`config.mk`:
```
export PLATFORM = sky130hd
export DESIGN_NAME = qcrl_ctrl
export DESIGN_NICKNAME = d
export VERILOG_FILES = /design/src/hdl/qcrl_pkg.sv /design/src/hdl/qcrl_ctrl.sv
export SDC_FILE = /design/constraint.sdc
export NUM_CORES = 1
export LEC_CHECK = 0
export BUFFER_PORTS_ARGS = -buffer_cell sky130_fd_sc_hd__buf_2
export CORE_MARGIN = 4
export CORE_UTILIZATION = 30
export CTS_CLUSTER_DIAMETER = 100
export DETAILED_ROUTE_END_ITERATION = 12
export PLACE_DENSITY = 0.51
export REMOVE_ABC_BUFFERS = 1
export SYNTH_ARGS = -nofsm -noshare
export SYNTH_HDL_FRONTEND = slang
export SYNTH_SLANG_ARGS = --single-unit
```
`constraint.sdc`:
```
create_clock -name clk -period 1.3 [get_ports clk]
set_input_delay 0 -clock clk [delete_from_list [all_inputs] [get_ports clk]]
set_output_delay 0 -clock clk [all_outputs]
set_load 0.005 [all_outputs]
```
`src/hdl/qcrl_pkg.sv`:
```
// Shared types and constants of the QPSK carrier recovery loop.
// Holds the controller states, the datapath command, and the fixed tables.
`timescale 1ns / 1ps

package qcrl_pkg;

    localparam int unsigned TANH_TABLE_DEPTH = 32;
    localparam int unsigned TANH_IW = $clog2(TANH_TABLE_DEPTH);

    localparam logic [63:0] PI_HALF_Q30 = 64'd1686629713;
    localparam logic [63:0] ONE_Q30 = 64'd1073741824;
    localparam logic [63:0] SIN_DIVS [5] = '{64'd110, 64'd72, 64'd42, 64'd20, 64'd6};

    localparam logic [30:0] ONE_RAD_UNITS = 31'd683565276;
    localparam logic [30:0] FREQ_LIMIT_RESET = 31'd205069583;
    localparam logic [31:0] AVG_RESET = 32'd1000 << 16;
    localparam logic [31:0] LOCK_ON_Q16 = 32'd85 << 16;
    localparam logic [31:0] LOCK_OFF_Q16 = 32'd105 << 16;
    localparam logic [10:0] POLE_Q20 = 11'd1049;
    localparam logic [19:0] POLE_KEEP_Q20 = 20'd1047527;
    localparam logic [9:0] SWEEP_STEP = 10'd684;

    localparam logic [1:0] CFG_ALPHA = 2'd0;
    localparam logic [1:0] CFG_BETA = 2'd1;
    localparam logic [1:0] CFG_LIMIT = 2'd2;
    localparam logic [1:0] CFG_OQPSK = 2'd3;

    localparam logic OPC_MIX = 1'b0;
    localparam logic OPC_UPDATE = 1'b1;

    localparam logic signed [16:0] TANH_Q15 [TANH_TABLE_DEPTH] = '{
        -17'sd32768, -17'sd32768, -17'sd32768, -17'sd32768,
        -17'sd32768, -17'sd32768, -17'sd32768, -17'sd32768,
        -17'sd32768, -17'sd32768, -17'sd32768, -17'sd32765,
        -17'sd32746, -17'sd32606, -17'sd31589, -17'sd24956,
        17'sd0, 17'sd24956, 17'sd31589, 17'sd32606,
        17'sd32746, 17'sd32765, 17'sd32768, 17'sd32768,
        17'sd32768, 17'sd32768, 17'sd32768, 17'sd32768,
        17'sd32768, 17'sd32768, 17'sd32768, 17'sd32768
    };

    typedef enum logic [4:0] {
        S_IDLE, S_SIDX, S_SRD, S_CRD, S_MRE1, S_MRE2, S_MIM1, S_MIM2, S_MFIN,
        S_TANH, S_ERR1, S_ERR2, S_PLO, S_PHI, S_PAPPLY, S_FHI, S_FSUM,
        S_AVG, S_LOCK, S_CLAMP
    } ctrl_state_t;

    typedef enum logic [4:0] {
        OP_NONE, OP_SIDX, OP_SRD, OP_CRD, OP_MRE1, OP_MRE2, OP_MIM1, OP_MIM2,
        OP_MFIN, OP_TANH, OP_ERR1, OP_ERR2, OP_PLO, OP_PHI, OP_PAPPLY, OP_FHI,
        OP_FSUM, OP_AVG, OP_LOCK, OP_CLAMP
    } dp_op_t;

    typedef struct packed {
        logic   load_input;
        dp_op_t op;
    } dp_cmd_t;

endpackage

```
`src/hdl/qcrl_ctrl.sv`:
```
// Sequencer of the carrier loop: one state per datapath step.
// Depends on qcrl_pkg for the state and command types.
`timescale 1ns / 1ps

module qcrl_ctrl
    import qcrl_pkg::*;
(
    input  logic    clk,
    input  logic    rst_n,
    input  logic    in_valid,
    input  logic    opcode,
    output logic    in_stall,
    output logic    out_valid,
    input  logic    out_stall,
    output dp_cmd_t cmd
);

    ctrl_state_t state_reg, state_next;
    logic        out_valid_reg, out_valid_next;
    logic        out_free;

    assign out_free = !out_valid_reg || !out_stall;
    assign out_valid = out_valid_reg;
    assign in_stall = (state_reg != S_IDLE);

    always_ff @(posedge clk or negedge rst_n)
    begin
        if (!rst_n)
        begin
            state_reg <= S_IDLE;
            out_valid_reg <= 1'b0;
        end
        else
        begin
            state_reg <= state_next;
            out_valid_reg <= out_valid_next;
        end
    end

    always_comb
    begin
        state_next = state_reg;
        cmd.load_input = 1'b0;
        cmd.op = OP_NONE;
        out_valid_next = out_valid_reg && out_stall;
        unique case (state_reg)
            S_IDLE:
            begin
                if (in_valid)
                begin
                    cmd.load_input = 1'b1;
                    state_next = (opcode == OPC_UPDATE) ? S_TANH : S_SIDX;
                end
            end
            S_SIDX:   begin cmd.op = OP_SIDX;   state_next = S_SRD;    end
            S_SRD:    begin cmd.op = OP_SRD;    state_next = S_CRD;    end
            S_CRD:    begin cmd.op = OP_CRD;    state_next = S_MRE1;   end
            S_MRE1:   begin cmd.op = OP_MRE1;   state_next = S_MRE2;   end
            S_MRE2:   begin cmd.op = OP_MRE2;   state_next = S_MIM1;   end
            S_MIM1:   begin cmd.op = OP_MIM1;   state_next = S_MIM2;   end
            S_MIM2:   begin cmd.op = OP_MIM2;   state_next = S_MFIN;   end
            S_TANH:   begin cmd.op = OP_TANH;   state_next = S_ERR1;   end
            S_ERR1:   begin cmd.op = OP_ERR1;   state_next = S_ERR2;   end
            S_ERR2:   begin cmd.op = OP_ERR2;   state_next = S_PLO;    end
            S_PLO:    begin cmd.op = OP_PLO;    state_next = S_PHI;    end
            S_PHI:    begin cmd.op = OP_PHI;    state_next = S_PAPPLY; end
            S_PAPPLY: begin cmd.op = OP_PAPPLY; state_next = S_FHI;    end
            S_FHI:    begin cmd.op = OP_FHI;    state_next = S_FSUM;   end
            S_FSUM:   begin cmd.op = OP_FSUM;   state_next = S_AVG;    end
            S_AVG:    begin cmd.op = OP_AVG;    state_next = S_LOCK;   end
            S_LOCK:   begin cmd.op = OP_LOCK;   state_next = S_CLAMP;  end
            S_MFIN, S_CLAMP:
            begin
                // The last step commits state, so it waits for a free output register.
                if (out_free)
                begin
                    cmd.op = (state_reg == S_MFIN) ? OP_MFIN : OP_CLAMP;
                    out_valid_next = 1'b1;
                    state_next = S_IDLE;
                end
            end
            default:  state_next = S_IDLE;
        endcase
    end

endmodule

```
* After elaboration in Yosys (flattened, before gate mapping) *
Index checks and enable logic that the tools add are counted.

storage, ports and cells
  bits in registers = 6
  output and inout port bits = 8
  word-level logic and storage cells = 42

operators by class
  eq/ne operators = 21
  muxes and demuxes = 11
  reductions and logical operators = 8

operators with widths
  kind                                            number
  one-hot mux 5 bit (19 select lines)             1
  one-hot mux 5 bit (18 select lines)             1
  == test 5 x 4 -> 1 bit (second input constant)  8
  == test 5 x 3 -> 1 bit (second input constant)  4
  == test 5 bit (second input constant)           4
  2-to-1 mux 5 bit                                4
  == test 5 x 2 -> 1 bit (second input constant)  2
  == test 5 x 1 -> 1 bit (second input constant)  1
  logical NOT 5 bit                               1
  nonzero test 5 bit                              1
  2-to-1 mux 1 bit                                4
  2-to-1 mux 4 bit                                1
  != test 2 bit (second input constant)           2
  logical NOT 1 bit                               2
  AND reduction 2 bit                             1
  OR reduction 2 bit                              1
  logical AND 1 bit                               1
  logical OR 1 bit                                1

* Logic depth before layout (Yosys ltp) *
Gate-level depths: netlist of the first run.

  depth in word-level cells = 4
  depth in mapped cells = 5

* Worst setup path before layout of the first run *
Ideal clock, no wire load.

  kind = flip-flop to flip-flop
  start point = register state_reg[0]
  end point = register state_reg[3]
  data arrival time = 1.037 ns
  setup slack = 0.142 ns
  cell stages (with the launch flop) = 6
  path buffers = 1
  cell sequence = dfrtp_1 buf_6 and4b_1 o21ai_2 nor2_2 a2bb2oi_2

between the ends
  cells in the longest elaborated chain, start to end = 4
  elaborated cells on any way between the ends = 25
  those cells by class = eq/ne (21); mux (1); reduce/logical (3)

RTL lines
  what                                                                                         RTL line         source
  start: declaration                                                                           qcrl_ctrl.sv:18  ctrl_state_t state_reg, state_next;
  start signal: assignment                                                                     qcrl_ctrl.sv:35  state_reg <= state_next;
  parallel branches: the longest is 4 deep, another holds one-hot mux 5 bit (19 select lines)  --

Several ways; the timed one is not identified.
A chain may end at the register's enable or synchronous reset.

* Worst setup path in the final report of the first run *
  start point = register state_reg[1]
  end point = register state_reg[3]

The elaborated chain is that of the path after synthesis.

==> flow_metrics.py, run 1 <==
metrics = {
    "run_status": {
        "status": "complete, no violations",
    },
    "drt": {
        "viasPerCell": 4.88,
        "drcViolationCount": 0,
        "vias": 464,
        "firstDrtPassIters": 3,
        "wl_per_cell_um": 11.9,
        "drtIter0Drc": 1,
        "antenna_left": 0,
        "routed_wl_um": 1140,
    },
    "yosys": {
        "synth_area_um2": 473,
        "netlist_top_cells_area": "dfrtp_1, nand2_1, nor2_1",
        "yosysUniqueCellTypes": 27,
        "yosys-top-cells-count": "nand2_1, nor2_1, dfrtp_1, buf_6",
        "synth_top_family_by_area": "simple AND/OR/NAND/NOR gates",
        "yosys.area_share.simple_pct": 32.5,
        "ys_seq_area_share_pct": 31.7,
        "ys_ff_latch": 6,
        "synth_edf_count": 0,
        "synth_top_cell_by_area": "dfrtp_1",
        "avgSynthCellArea_um2": 8.76,
        "synthMuxAreaShare_pct": 2.12,
        "yosys_most_used_dff": "dfrtp_1",
        "synth_xor_area_share_pct": 1.85,
        "syn-instance-count": 54,
        "synthAdderAreaFrac_pct": 0,
        "synth_top_area_share_pct": 31.7,
        "yosys_warnings": 0,
        "synth_compound_area_share_pct": 22.0,
        "synthArstFlopShare_pct": 100,
    },
    "timing": {
        "setup_ws_ns": 0.0370,
        "final-hold-violation-count": 0,
        "max_freq_mhz": 792,
        "setup_tns_ns": 0,
        "setup_violations": 0,
        "timing.final.crit_share_pct": 97.2,
        "layout_min_cycle_time_ns": 1.26,
        "max_slew.worst_pin.slew_ns": 0.212,
        "slew_viol_final": 0,
        "maxSlewHeadroom_pct": 85.8,
        "rsz0062_at_grt": "yes",
        "fin_worst_skew_ns": 0.00105,
    },
    "setup_path": {
        "cp_slowest_cell": "dfrtp_2",
        "critical_path.max_fanout": 6,
        "path_cells": "buf_4 -> nor4b_4 -> o21ai_2 -> nor2_2 -> a2bb2oi_2",
        "start_kind": "flop",
        "critPathCaptureType": "flop",
        "arrival_ns": 1.43,
        "cpPeakStageDelay_ns": 0.44,
        "crit_type": "reg -> reg",
        "worstPathRequired_ns": 1.46,
    },
    "place": {
        "place_hpwl_um": 869,
        "preCtsSetupSlack_ns": 0.0695,
        "portBuffers": 12,
        "globalplace.congestion": 0.791,
    },
    "final_layout": {
        "fin_util_pct": 44.5,
        "fin_nets": 86,
        "largest_register_ffs": 5,
        "antenna_cells": 0,
        "drive_gt1_share_pct": 57.0,
        "area_delta_synth_final_pct": 41.8,
    },
    "clock_network": {
        "cts_made_buffers": 3,
        "clk_latency_ns": 0.24,
        "cts_sinks": 6,
        "cts_root_buf": "clkbuf_4",
        "cts_max_level": 1,
        "cts.path.max_buffers": 2,
        "clk_pin_slew_ns": 0.05,
        "cts_tree": "done",
    },
    "power_and_ir_drop": {
        "p_sw_w": 0.000713,
        "clock_power_share_pct": 9.8,
        "p_leak_nw": 0.323,
        "total_power_w": 0.00171,
        "vdd_drop_max_mv": 0.922,
        "powerDensity_nw_per_um2": 2560,
        "combPwrFrac_pct": 65.5,
        "switching_share_pct": 41.6,
        "intPower_w": 0.00100,
        "p_seq_share_pct": 24.7,
    },
    "floorplanning": {
        "rows": 14,
        "boundaryPins": 13,
        "dieArea_um2": 2280,
        "start_util_pct": 31.4,
        "chipWidth_um": 47.7,
        "core_um2": 1510,
        "die_y_um": 47.7,
    },
    "run": {
        "drv_cap": 0,
    },
    "global_routing": {
        "grt_antenna_before_repair": 0,
        "grt_pass1_vias": 428,
        "grtUsageTotal_pct": 11.4,
        "grt_max_degree": 9,
        "overflow": 0,
        "grt_pass1_wl_um": 1790,
    },
    "min_path": {
        "hold_path.class": "in -> reg",
    },
}
==> kinds of logic (layout without fill, tap and decap cells) <==
logic type,count (synthesis),count (layout)
compound gates,13,13
xor+xnor,1,1
buf+inv,6,31
flops,6,6
mux,1,1
simple gates,27,27
==> path summary, 6_finish.rpt <==
| kind | start | endpoint | slack, ns | cells after the start |
|---|---|---|---|---|
| setup / recovery | state_reg[1] | state_reg[3] | 0.04 | 5 |
| hold / removal | opcode | state_reg[3] | 0.01 | 3 |
| setup reg to reg | state_reg[1] | state_reg[3] | 0.04 | 5 |
| hold reg to reg | out_valid | out_valid | 0.54 | 2 |
| max in group asynchronous | rst_n | state_reg[3] | 1.02 | 2 |
| min in group asynchronous | rst_n | state_reg[4] | 0.12 | 2 |
==> layer usage <==
metal	track usage (%)	wire, µm	vias up
met3	2.26	46	2
li1	-	-	235
met4	6.45	5	0
met1	14.3	504	221
met2	18.2	578	6
met5	0	0	-
==> power groups by stage <==
| stage | logic (W) | registers, W | clock network, W |
|---|---|---|---|
| 2_1_floorplan | 0.000494 | 0.000462 | 0 |
| 3_3_place_gp | 0.000884 | 0.000448 | 0 |
| 3_5_place_dp | 0.000882 | 0.000452 | 0 |
| 4_1_cts | 0.00100 | 0.000433 | 0.000178 |
| 5_1_grt | 0.00124 | 0.000438 | 0.000181 |
| 6_report | 0.00112 | 0.000423 | 0.000168 |
==> per-stage QoR <==
| step | hold slack, ns | area (µm²) | instances |
|---|---|---|---|
| after floorplan | -0.296 | 430 | 49 |
| after global placement | -0.167 | 563 | 84 |
| after detailed placement | -0.167 | 563 | 84 |
| after CTS | 0.000564 | 634 | 92 |
| after global routing | 0.0154 | 671 | 95 |
| final | 0.00972 | 671 | 95 |
==> critical path: cells and delay by family (launching register included) <==
kind	cells	cell delay [ns]
DFF	1	0.44
and+or+nand+nor	2	0.36
AOI/OAI and AO/OA	2	0.23
buffers and inverters	1	0.17
==> placed cells by master (no fill, tap or decap) <==
cell type,count
a21boi_0,2
a21oi_1,2
a221oi_2,1
a2bb2oi_2,1
a31oi_1,1
and2_4,1
and3_1,1
and4b_1,1
buf_2,12
buf_4,13
buf_6,1
clkbuf_4,3
dfrtp_1,1
dfrtp_2,5
dlygate4sd3_1,1
inv_2,1
mux2i_1,1
nand2_1,8
nand2_2,1
nand2_4,1
nand2b_1,2
nor2_1,8
nor2_2,1
nor2_4,1
nor3_2,1
nor4b_4,1
o21ai_0,2
o21ai_2,1
o22a_1,1
o22ai_1,1
o32ai_1,1
xnor2_1,1
==> layout make-up <==
| cell class | count | area [µm²] |
|---|---|---|
| Sequential cell | 6 | 156 |
| Timing Repair Buffer | 27 | 179 |
| Inverter | 1 | 3.75 |
| Tap cell | 16 | 20.0 |
| Clock buffer | 3 | 22.5 |
| Multi-Input combinational cell | 42 | 289 |
| Fill cell | 155 | 836 |
==> timing repair <==
action,in CTS,in global routing
hold endpoints to repair,6,0
hold buffers,1,0
endpoints found under the setup margin,5,5
pin swaps,0,1
resized for setup,6,5
buffers inserted,4,3
Power figures use the tool's default switching activity.
==> inputs of run 2 (changes only) <==
- PLACE_DENSITY: 0.51 -> 0.52
- clock period: 1.3 -> 1.1 ns (I/O delays scaled with it)
==> flow_metrics.py, run 2 (synthesized netlist as in run 1, its figures left out) <==
metrics = {
    "run_status": {
        "status": "complete, but fails checks",
        "violations": "negative setup slack",
    },
    "final_layout": {
        "antenna_cells": 0,
        "fin_util_pct": 52.6,
        "final_cell_mix": "buf_4, buf_2, buf_6",
        "area_delta_synth_final_pct": 67.5,
        "largest_register_ffs": 5,
        "final_common_cell": "buf_4",
        "fin_nets": 94,
        "fill_cells": 132,
        "drive_gt1_share_pct": 64.4,
        "regArea_um2": 154,
        "stdcell_area_um2": 792,
        "multi_input_area_um2": 318,
    },
    "power_and_ir_drop": {
        "powerDensity_nw_per_um2": 3170,
        "p_leak_nw": 0.384,
        "vdd_drop_max_mv": 1.58,
    },
    "setup_path": {
        "arrival_ns": 1.45,
        "critical_path.max_fanout": 5,
        "start_kind": "flop",
        "ff2ff_path_depth": 5,
        "critPathCaptureType": "flop",
        "cp-startpoint": "state_reg[1]",
        "crit_type": "reg -> reg",
        "r2r_start": "state_reg[1]",
        "reg2reg_slack_ns": -0.19,
        "worstPathRequired_ns": 1.26,
        "timing.rr.end": "state_reg[3]",
    },
    "global_routing": {
        "grt_antenna_before_repair": 0,
        "grtUsageTotal_pct": 12.1,
        "grt_pass1_vias": 449,
        "grt_max_degree": 9,
        "grt_pass1_wl_um": 1880,
        "overflow": 0,
    },
    "floorplanning": {
        "start_util_pct": 31.4,
        "dieArea_um2": 2280,
        "core_um2": 1510,
        "chipWidth_um": 47.7,
        "boundaryPins": 13,
        "rows": 14,
        "die_y_um": 47.7,
    },
    "clock_network": {
        "clk_pin_slew_ns": 0.04,
        "cts_sinks": 6,
        "cts_tree": "done",
        "cts.path.max_buffers": 2,
        "clk_latency_ns": 0.24,
        "cts_max_level": 1,
        "cts_root_buf": "clkbuf_4",
        "cts_made_buffers": 3,
    },
    "timing": {
        "slew_viol_final": 0,
        "maxSlewHeadroom_pct": 85.1,
        "timing.final.crit_share_pct": 117,
        "fin_worst_skew_ns": 0.00226,
        "hold_ws_ns": 0.0150,
        "rsz0062_at_grt": "yes",
        "max_freq_mhz": 778,
        "setup_ws_ns": -0.185,
        "max_slew.worst_pin.slew_ns": 0.223,
        "setup_violations": 12,
        "layout_min_cycle_time_ns": 1.29,
        "final-hold-violation-count": 0,
    },
    "drt": {
        "drcViolationCount": 0,
        "routed_wl_um": 1280,
        "antenna_left": 0,
        "viasPerCell": 4.86,
        "firstDrtPassIters": 3,
        "vias": 501,
        "wl_per_cell_um": 12.5,
        "drtIter0Drc": 8,
    },
    "place": {
        "placed_area_um2": 616,
        "portBuffers": 12,
        "place_hpwl_um": 863,
        "globalplace.congestion": 0.796,
        "preCtsSetupSlack_ns": -0.108,
    },
    "min_path": {
        "hold_start": "out_stall",
        "holdPathEnd": "out_valid",
        "hold_path.class": "in -> reg",
        "min_path_cells": 3,
    },
    "run": {
        "drv_cap": 0,
    },
}
==> run 2: cell types whose count changed in the layout (fill, tap and decap cells not counted), sizes merged <==
cell	delta
buf	+8
==> run 2: through the flow <==
stage          cells  total power (W)  TNS [ns]
6_report         103          0.00251     -1.20
2_1_floorplan     49          0.00113    -0.217
3_5_place_dp      91          0.00176    -0.258
4_1_cts          100          0.00226     -1.18
3_3_place_gp      91          0.00176    -0.222
5_1_grt          103          0.00269     -1.98
==> run 2: area by class of cell <==
type | instances | share of cell area [%]
inverter | 1 | 1.11
tap | 16 | 2.53
multi-input combinational | 42 | 40.1
sequential | 6 | 19.4
clock buffer | 3 | 2.84
timing repair buffer | 35 | 34.0
==> run 2: worst max path at each step <==
stage,endpoint,cells after the start
floorplan,state_reg[3],4
global route,state_reg[3],5
detailed placement,state_reg[3],4
global placement,state_reg[3],4
finish,state_reg[3],5
CTS,cmd[5],5
==> run 2: per-layer routing <==
layer / up-vias / wire, µm / track usage [%]
met5: - / 0 / 0
met4: 0 / 14 / 6.45
met3: 2 / 47 / 1.13
met2: 7 / 652 / 21.4
met1: 239 / 570 / 14.1
li1: 253 / - / -
==> run 2: report_power, final <==
group	leakage [nW]	switching (W)	total (W)	internal (W)
sequential	0.0715	0.000123	0.000468	0.000345
clock	0.0138	0.0000681	0.000191	0.000123
combinational	0.299	0.000824	0.00185	0.00103
total	0.384	0.00102	0.00251	0.00150
==> run 2: critical path, stage by stage, from the launching register on <==
cell	delay, ns
dfrtp_2	0.43
buf_4	0.15
nor4b_4	0.27
o21ai_2	0.10
nor2_2	0.10
a2bb2oi_2	0.15
==> run 2: what timing repair did <==
item / in CTS / in global routing
pin swaps: 3 / 6
endpoints found under the setup margin: 10 / 13
gates resized for setup: 15 / 14
endpoints found under the hold margin: 6 / 0
buffers inserted: 5 / 3
hold buffers: 1 / 0
==> inputs of run 3 (changes only) <==
- GPL_TIMING_DRIVEN: default -> 0
==> flow_metrics.py, run 3 (synthesized netlist as in run 1, its figures left out) <==
metrics = {
    "run_status": {
        "status": "complete, but fails checks",
        "violations": "negative setup slack",
    },
    "final_layout": {
        "final_common_cell": "buf_2",
        "antenna_cells": 0,
        "area_delta_synth_final_pct": 45.0,
        "fin_util_pct": 45.5,
        "fin_nets": 84,
        "largest_register_ffs": 5,
        "final_cell_mix": "buf_2, nor2_1, buf_4",
        "drive_gt1_share_pct": 59.7,
    },
    "setup_path": {
        "critical_path.max_fanout": 6,
        "critPathCaptureType": "flop",
        "arrival_ns": 1.43,
        "r2r_start": "state_reg[0]",
        "ff2ff_path_depth": 5,
        "reg2reg_slack_ns": -0.18,
        "start_kind": "flop",
        "crit_type": "reg -> reg",
        "worstPathRequired_ns": 1.25,
        "timing.rr.end": "state_reg[3]",
    },
    "min_path": {
        "hold_start": "opcode",
        "holdPathEnd": "state_reg[3]",
        "hold_path.class": "in -> reg",
        "min_path_cells": 3,
    },
    "timing": {
        "fin_worst_skew_ns": 0.00128,
        "layout_min_cycle_time_ns": 1.28,
        "max_freq_mhz": 783,
        "maxSlewHeadroom_pct": 82.6,
        "setup_ws_ns": -0.177,
        "max_slew.worst_pin.slew_ns": 0.260,
        "final-hold-violation-count": 0,
        "slew_viol_final": 0,
        "setup_tns_ns": -0.962,
        "rsz0062_at_grt": "yes",
        "setup_violations": 9,
        "timing.final.crit_share_pct": 116,
    },
    "place": {
        "preCtsSetupSlack_ns": -0.307,
        "portBuffers": 12,
        "place_hpwl_um": 755,
        "globalplace.congestion": 0.694,
    },
    "global_routing": {
        "grt_antenna_before_repair": 0,
        "overflow": 0,
        "grt_pass1_vias": 378,
        "grtUsageTotal_pct": 10.5,
        "grt_pass1_wl_um": 1650,
        "grt_max_degree": 11,
    },
    "clock_network": {
        "cts_root_buf": "clkbuf_4",
        "cts_tree": "done",
        "clk_latency_ns": 0.23,
        "cts_made_buffers": 3,
        "cts_max_level": 1,
        "clk_pin_slew_ns": 0.04,
        "cts_sinks": 6,
        "cts.path.max_buffers": 2,
    },
    "drt": {
        "wl_per_cell_um": 12.9,
        "viasPerCell": 5.11,
        "drtIter0Drc": 2,
        "vias": 475,
        "antenna_left": 0,
        "firstDrtPassIters": 3,
        "routed_wl_um": 1200,
        "drcViolationCount": 0,
    },
    "floorplanning": {
        "rows": 14,
        "chipWidth_um": 47.7,
        "start_util_pct": 31.4,
        "dieArea_um2": 2280,
        "boundaryPins": 13,
        "die_y_um": 47.7,
        "core_um2": 1510,
    },
    "power_and_ir_drop": {
        "total_power_w": 0.00209,
        "powerDensity_nw_per_um2": 3050,
        "vdd_drop_max_mv": 1.29,
        "p_leak_nw": 0.326,
    },
    "run": {
        "drv_cap": 0,
    },
}
==> run 3: layer usage <==
layer	vias up	GRT usage (%)	wire, µm	part of all wire, %
met5	-	0	0	0
met4	0	6.45	15	1.3
met3	4	1.13	55	4.6
met2	7	16.9	635	53
met1	228	13.3	489	41
li1	236	-	-	-
==> run 3: per-stage QoR <==
stage,cell area (µm²),hold slack [ns],cells
after global placement,510,-0.175,77
final,686,0.0269,93
after CTS,616,0.0216,86
after floorplan,430,-0.296,49
after detailed placement,510,-0.174,77
after global routing,686,0.0253,93
==> run 3: how the worst max path moves through the flow <==
stage	end	start	slack, ns	cells after the start
floorplan	state_reg[3]	state_reg[4]	-0.14	4
global placement	state_reg[3]	state_reg[4]	-0.30	4
detailed placement	state_reg[3]	state_reg[4]	-0.31	4
CTS	cmd[5]	state_reg[0]	-0.18	3
global route	cmd[5]	state_reg[1]	-0.22	3
finish	state_reg[3]	state_reg[0]	-0.18	5
==> run 3: what timing repair did <==
action | in CTS | in global routing
buffers inserted | 5 | 7
endpoints found under the setup margin | 11 | 12
hold endpoints to repair | 6 | 0
hold buffers | 1 | 0
pin swaps | 3 | 9
resized for setup | 16 | 7
==> run 3: worst max-delay path, stage by stage, from the launching register on <==
cell,delay [ns]
dfrtp_2,0.45
buf_4,0.16
nor4b_4,0.21
o21ai_2,0.11
nor2_2,0.11
a2bb2oi_2,0.16
==> run 3: cell type report <==
class | instances | area, µm²
flip-flops and latches | 6 | 156
inverters | 1 | 3.75
clock buffers | 3 | 22.5
multi-input cells | 42 | 308
repair buffers | 25 | 175
fillers | 165 | 821
well taps | 16 | 20.0
==> run 3: report_power, final <==
| part | switching, W | internal, W | leakage, nW |
|---|---|---|---|
| clock | 0.0000676 | 0.000123 | 0.0138 |
| combinational | 0.000593 | 0.000705 | 0.243 |
| sequential | 0.000249 | 0.000351 | 0.0688 |
